**src/rtl/ppes_pkg.sv**
```systemverilog
// shared constants for the predator-prey euler step unit
`timescale 1ns / 1ps
package ppes_pkg;

  localparam int unsigned PopW       = 32;  // q16.16 population and q8.24 rate width
  localparam int unsigned HalfW      = 16;  // fraction bits of a q16.16 value
  localparam int unsigned DtW        = 24;
  localparam int unsigned CritW      = 17;
  localparam int unsigned FracW      = 24;
  localparam int unsigned CfgIdxW    = 1;
  localparam int unsigned CfgDataW   = 24;

  // quotient bits resolved per divider stage
  localparam int unsigned DivStepsPerStage = 4;

  localparam logic [DtW-1:0]     DtReset   = 24'd321746;
  localparam logic [CritW-1:0]   CritReset = 17'd13107;
  localparam logic [PopW-1:0]    OneQ16    = 32'h0001_0000;
  localparam logic [FracW-1:0]   FracMax   = 24'hFF_FFFF;

  localparam logic [CfgIdxW-1:0] CfgIdxDt   = 1'b0;
  localparam logic [CfgIdxW-1:0] CfgIdxCrit = 1'b1;

endpackage

```
**src/rtl/ppes_div.sv**
```systemverilog
// pipelined restoring divider, (pop << 16) / den, one item per cycle while en_i is high
`timescale 1ns / 1ps
module ppes_div import ppes_pkg::*; #(
  parameter int unsigned Lanes         = 1,
  parameter int unsigned PayW          = 1,
  parameter int unsigned StepsPerStage = DivStepsPerStage
) (
  input  logic            clk_i,
  input  logic            rst_ni,
  input  logic            en_i,
  input  logic            valid_i,
  input  logic [PopW-1:0] num_i [Lanes],
  input  logic [PopW-1:0] den_i [Lanes],
  input  logic [PayW-1:0] pay_i,
  output logic            valid_o,
  output logic [PopW-1:0] quo_o [Lanes],
  output logic [PayW-1:0] pay_o
);

  localparam int unsigned NumStg = PopW / StepsPerStage;

  typedef struct packed {
    logic [PopW-1:0] rem;
    logic [PopW-1:0] lq;   // dividend bits still to shift in, quotient bits shifted in
    logic [PopW-1:0] den;
  } lane_t;

  lane_t           src   [NumStg][Lanes];
  lane_t           st_d  [NumStg][Lanes];
  lane_t           st_q  [NumStg][Lanes];
  logic [PayW-1:0] pay_q [NumStg];
  logic [NumStg-1:0] vld_q;

  for (genvar s = 0; s < NumStg; s++) begin : g_stg
    if (s == 0) begin : g_first
      for (genvar l = 0; l < Lanes; l++) begin : g_in
        assign src[0][l].rem = {{(PopW-HalfW){1'b0}}, num_i[l][PopW-1:HalfW]};
        assign src[0][l].lq  = {num_i[l][HalfW-1:0], {HalfW{1'b0}}};
        assign src[0][l].den = den_i[l];
      end
      always_ff @(posedge clk_i or negedge rst_ni) begin
        if (!rst_ni) begin
          vld_q[0] <= 1'b0;
        end else if (en_i) begin
          vld_q[0] <= valid_i;
        end
      end
      always_ff @(posedge clk_i) begin
        if (en_i) begin
          pay_q[0] <= pay_i;
        end
      end
    end else begin : g_rest
      for (genvar l = 0; l < Lanes; l++) begin : g_in
        assign src[s][l] = st_q[s-1][l];
      end
      always_ff @(posedge clk_i or negedge rst_ni) begin
        if (!rst_ni) begin
          vld_q[s] <= 1'b0;
        end else if (en_i) begin
          vld_q[s] <= vld_q[s-1];
        end
      end
      always_ff @(posedge clk_i) begin
        if (en_i) begin
          pay_q[s] <= pay_q[s-1];
        end
      end
    end

    always_comb begin
      lane_t         cur;
      logic [PopW:0] t;
      for (int l = 0; l < Lanes; l++) begin
        cur = src[s][l];
        for (int j = 0; j < StepsPerStage; j++) begin
          t = {cur.rem, cur.lq[PopW-1]};
          if (t >= {1'b0, cur.den}) begin
            cur.rem = PopW'(t - {1'b0, cur.den});
            cur.lq  = {cur.lq[PopW-2:0], 1'b1};
          end else begin
            cur.rem = t[PopW-1:0];
            cur.lq  = {cur.lq[PopW-2:0], 1'b0};
          end
        end
        st_d[s][l] = cur;
      end
    end

    always_ff @(posedge clk_i) begin
      if (en_i) begin
        st_q[s] <= st_d[s];
      end
    end
  end

  for (genvar l = 0; l < Lanes; l++) begin : g_out
    assign quo_o[l] = st_q[NumStg-1][l].lq;
  end
  assign pay_o   = pay_q[NumStg-1];
  assign valid_o = vld_q[NumStg-1];

endmodule

```
**config.mk**
```make
export PLATFORM = sky130hd
export DESIGN_NAME = ppes_div
export DESIGN_NICKNAME = d
export VERILOG_FILES = /design/src/rtl/ppes_pkg.sv /design/src/rtl/ppes_div.sv
export SDC_FILE = /design/constraint.sdc
export NUM_CORES = 2
export LEC_CHECK = 0
export ABC_AREA = 0
export BUFFER_PORTS_ARGS = -buffer_cell sky130_fd_sc_hd__buf_2
export CAP_MARGIN = 20
export CORE_ASPECT_RATIO = 1.75
export CORE_UTILIZATION = 61
export CTS_BUF_LIST = sky130_fd_sc_hd__clkbuf_8
export DETAILED_ROUTE_END_ITERATION = 16
export PLACE_DENSITY = 0.81
export SLEW_MARGIN = 20
export SYNTH_ARGS = -nofsm -noshare
export SYNTH_HDL_FRONTEND = slang
export SYNTH_SLANG_ARGS = --single-unit
```
**constraint.sdc**
```tcl
create_clock -name clk_i -period 12.15 [get_ports clk_i]
set_clock_uncertainty 0.1 [all_clocks]
set_input_delay 0.6075 -clock clk_i [delete_from_list [all_inputs] [get_ports clk_i]]
set_output_delay 0.6075 -clock clk_i [all_outputs]
set_load 0.005 [all_outputs]
```
==> results of run 1 <==
==> Yosys cell counts, types with 82 or more instances <==
master and count:
ha_1 997, a21oi_1 848, nand2_1 643, edfxtp_1 624
inv_1 586, nor2_1 572, o21ai_0 565, xnor2_1 516
a21o_1 447, mux2_2 414, xor2_1 270, nand3_1 202
nor3_1 193, o21a_1 158, nand4_1 127, nand2b_1 126
clkbuf_1 122, nor2b_1 113, o21bai_1 110, and3_1 104
a31oi_1 85, a211oi_1 83, mux2i_1 82
==> cell families after synthesis <==
family / share of synthesized area
AO/OA/AOI/OAI: 0.244
AND/OR/NAND/NOR: 0.148
flip-flops: 0.238
buffers and inverters: 0.0395
XOR/XNOR: 0.0864
adder cells (fa/ha/maj): 0.162
multiplexers: 0.0827
==> timing repair <==
| action | in CTS |
|---|---|
| hold endpoints to repair | 51 |
| endpoints found under the setup margin | 199 |
| pin swaps | 57 |
| cloned | 3 |
| resized for setup | 181 |
| hold buffers | 44 |
| setup buffers | 71 |
==> per-layer routing <==
layer,GRT usage,GRT overflow
met3,0.566,4
met5,0.245,2
met1,0.709,10
met2,0.949,821
met4,0.790,379
==> through the flow <==
stage	setup TNS [ns]	hold WS [ns]	cells
after floorplan	-0.0163	0.212	9195
after global placement	-104.25	0.300	13200
after detailed placement	-152.14	0.305	13200
after CTS	0	0.0236	13500
==> impl_metrics.env, run 1 <==
export IMPL_grt_max_degree=190
export IMPL_seq_area_frac_synth=0.238
export IMPL_ys_ff_latch=632
export IMPL_cts_made_buffers=99
export IMPL_synth_cells=9195
export IMPL_ioPinCount=103
export IMPL_synth_warnings=0
export IMPL_synth_top_area_frac=0.235
export IMPL_die_w_microns=275
export IMPL_htree_num_levels=3
export IMPL_clockBufferDepth=3
export IMPL_overflow=1216
export IMPL_synth_edf_count=624
export IMPL_synth_distinct_cells=109
export IMPL_async_flop_share=0.0127
export IMPL_pre_cts_slack_ns=-1.24
export IMPL_synth_area_leaders="edfxtp_1 24%, ha_1 16%, mux2_2 5.9%"
export IMPL_error_line="[ERROR GRT-0116] Global routing finished with congestion. Check the congestion regions in the DRC Viewer."
export IMPL_place_hpwl_microns=293000
export IMPL_routabilityCongestion=1.14
export IMPL_grt_pass1_vias=105000
export IMPL_grt_use_total=0.745
export IMPL_initial_core_util=0.614
export IMPL_cts_root_buf="clkbuf_8"
export IMPL_synth_nets=10300
export IMPL_io_buffers=102
export IMPL_haltStage="global routing"
export IMPL_synth_avg_cell_area_sq_um=8.66
export IMPL_num_rows=175
export IMPL_postPlaceCellArea_sq_mm=0.100
export IMPL_grt_first_pass_wirelength_microns=743000
export IMPL_synth_top_area_cell="edfxtp_1"
export IMPL_die_h_microns=480
export IMPL_clock_sinks=632
export IMPL_status="stopped before the end"
export IMPL_syn_area_sq_mm=0.0797
export IMPL_synth_flop_cell="edfxtp_1"
==> run 2, diff against run 1 <==
--- a/config.mk
+++ b/config.mk
@@ -8,11 +8,9 @@
 export ABC_AREA = 0
 export BUFFER_PORTS_ARGS = -buffer_cell sky130_fd_sc_hd__buf_2
 export CAP_MARGIN = 20
-export CORE_ASPECT_RATIO = 1.75
-export CORE_UTILIZATION = 61
-export CTS_BUF_LIST = sky130_fd_sc_hd__clkbuf_8
+export CORE_UTILIZATION = 40
 export DETAILED_ROUTE_END_ITERATION = 16
-export PLACE_DENSITY = 0.81
+export PLACE_DENSITY_LB_ADDON = 0.15
 export SLEW_MARGIN = 20
 export SYNTH_ARGS = -nofsm -noshare
 export SYNTH_HDL_FRONTEND = slang
==> constraint.sdc (replaced) <==
create_clock -name clk_i -period 15.8 [get_ports clk_i]
set_clock_uncertainty 0.1 [all_clocks]
set_input_delay 0.79 -clock clk_i [delete_from_list [all_inputs] [get_ports clk_i]]
set_output_delay 0.79 -clock clk_i [all_outputs]
set_load 0.005 [all_outputs]
==> run 2 against run 1 <==
Net effect: the run now ends clean; synthesized cell count stayed put; synthesized area stayed put.
==> impl_metrics.env, run 2 <==
export IMPL_status="complete, no violations"
export IMPL_async_flop_share=0.0127
export IMPL_routabilityCongestion=0.992
export IMPL_clockBufferDepth=3
export IMPL_overflow=0
export IMPL_synth_distinct_cells=109
export IMPL_ff2ff_setup_slack_ns=0.79
export IMPL_area_growth_pct=8.39
export IMPL_io_buffers=102
export IMPL_place_hpwl_microns=233000
export IMPL_grt_max_degree=168
export IMPL_synth_top_area_frac=0.235
export IMPL_slowest_delay_ns=0.65
export IMPL_die_w_microns=448
export IMPL_largest_reg_flops=616
export IMPL_hold_viol=0
export IMPL_totalWireLength_microns=284000
export IMPL_dr_pass1_iters=8
export IMPL_cp_required_ns=16.17
export IMPL_ys_ff_latch=632
export IMPL_synth_flop_cell="edfxtp_1"
export IMPL_synth_warnings=0
export IMPL_yosysMostFrequentCell="ha_1"
export IMPL_slowest_stage="nor3_1"
export IMPL_min_period_over_period=0.950
export IMPL_htree_num_levels=3
export IMPL_fill_cells=19500
export IMPL_grt_first_pass_wirelength_microns=421000
export IMPL_layout_commonest_cell="ha_1"
export IMPL_clock_fmax_mhz=66.6
export IMPL_synth_nets=10300
export IMPL_synth_cells=9195
export IMPL_drive_gt1_frac=0.0978
export IMPL_syn_area_sq_mm=0.0797
export IMPL_drv_cap=0
export IMPL_cp_start_kind="flop"
export IMPL_initial_core_util=0.403
export IMPL_hold_class="in -> reg"
export IMPL_coreArea_sq_mm=0.198
export IMPL_regMostFlops="st_q"
export IMPL_antenna_found_initial=9
export IMPL_synth_avg_cell_area_sq_um=8.66
export IMPL_dieArea_sq_mm=0.201
export IMPL_slew_viol_final=0
export IMPL_end_kind="flop"
export IMPL_cts_made_buffers=85
export IMPL_synth_edf_count=624
export IMPL_critPathMaxFanout=40
export IMPL_ioPinCount=103
export IMPL_max_slew_margin_rel=0.282
export IMPL_finalSetupViolCount=0
export IMPL_crit_top_cell="a21oi_1"
export IMPL_cts_tree="built"
export IMPL_clock_sinks=632
export IMPL_cp_arrival_ns=15.39
export IMPL_largestRegisters="st_q: 616 flops, pay_q: 8 flops, vld_q: 7 flops"
export IMPL_fin_setup_tns_ns=0
export IMPL_synth_area_leaders="edfxtp_1 24%, ha_1 16%, mux2_2 5.9%"
export IMPL_criticalPathCategory="reg -> reg"
export IMPL_grt_use_total=0.274
export IMPL_wl_per_cell_microns=23.7
export IMPL_synth_top_area_cell="edfxtp_1"
export IMPL_clk_pin_slew_ns=0.07
export IMPL_detail_route_antenna_nets=0
export IMPL_vias_per_cell=5.99
export IMPL_worstMarginPinSlew_ns=1.07
export IMPL_drtIter0Drc=6059
export IMPL_synth_common_cells="997 x ha_1, 848 x a21oi_1, 643 x nand2_1"
export IMPL_seq_area_frac_synth=0.238
export IMPL_clk_insertion_delay_late_ns=0.74
export IMPL_vias=71800
export IMPL_nets=10400
export IMPL_cts_root_buf="clkbuf_16"
export IMPL_drc=0
export IMPL_num_rows=163
export IMPL_rsz0062_at_grt="no"
export IMPL_die_h_microns=448
export IMPL_final_cell_mix="997 x ha_1, 848 x a21oi_1, 643 x nand2_1"
export IMPL_period_needed_ns=15.01
export IMPL_grt_pass1_vias=67400
-- run 2: cell counts after synthesis --
No cell type changed its count.
-- run 2: per-stage QoR --
| step | util | hold WS, ns | cells | cell area (sq um) | setup WS [ns] |
|---|---|---|---|---|---|
| 5_1_grt | 0.437 | 0.0941 | 12000 | 86400 | 0.0390 |
| 6_report | 0.437 | 0.116 | 12000 | 86400 | 0.788 |
| 4_1_cts | 0.437 | 0.0420 | 12000 | 86300 | 0.904 |
| 3_3_place_gp | 0.422 | 0.301 | 11800 | 83300 | 0.915 |
| 3_5_place_dp | 0.422 | 0.305 | 11800 | 83300 | 0.976 |
| 2_1_floorplan | - | 0.300 | 9195 | 79700 | 3.13 |
-- run 2: worst paths after layout --
check | depth (start not counted) | end | from
max | 47 | st_q[1][89] | st_q[0][289]
min | 1 | pay_q[0][0] | pay_i
min in group asynchronous | 2 | vld_q[0] | rst_ni
max in group asynchronous | 2 | vld_q[4] | rst_ni
min reg2reg | 0 | st_q[1][133] | st_q[1][33]
max reg2reg | 47 | st_q[1][89] | st_q[0][289]
-- run 2: timing repair --
item	CTS	global route
buffers inserted	0	0
hold buffers	1	0
endpoints found under the setup margin	0	24
gates resized for setup	0	3
hold endpoints to repair	8	0
-- run 2: routing by layer --
layer	vias up	routed length (microns)	GRT usage
met3	385	15600	0.0311
met1	34400	130000	0.375
li1	34800	-	-
met2	2184	128000	0.442
met5	-	142	0.00385
met4	6	10900	0.101
-- run 2: cells by family after synthesis --
| family | after synthesis | synth area share |
|---|---|---|
| AND/OR/NAND/NOR | 2411 | 0.148 |
| multiplexers | 585 | 0.0827 |
| XOR/XNOR | 786 | 0.0864 |
| buffers and inverters | 799 | 0.0395 |
| adder cells (fa/ha/maj) | 1017 | 0.162 |
| AO/OA/AOI/OAI | 2965 | 0.244 |
| flip-flops | 632 | 0.238 |
-- run 2: area by class of cell --
type	count	area, sq um	area share
diodes	4	10.0	0.000116
clock buffers	98	2300	0.0267
clock inverters	61	679	0.00787
flip-flops and latches	632	18900	0.219
multi-input cells	7765	57700	0.668
inverters	603	2270	0.0263
repair buffers	177	1170	0.0135
well taps	2640	3300	0.0383
-- run 2: critical path: cells and delay by family (launching register included) --
family | cells | cell delay, ns
AOI/OAI and AO/OA | 29 | 7.81
adders and majority gates | 4 | 1.42
buffers and inverters | 5 | 1.58
DFF | 1 | 0.62
muxes | 3 | 1.34
and+or+nand+nor | 6 | 1.83
Power of run 2 is left out: the tool's default activity adds up to more than one toggle a clock period on the data nets, which glitch-free logic cannot reach.
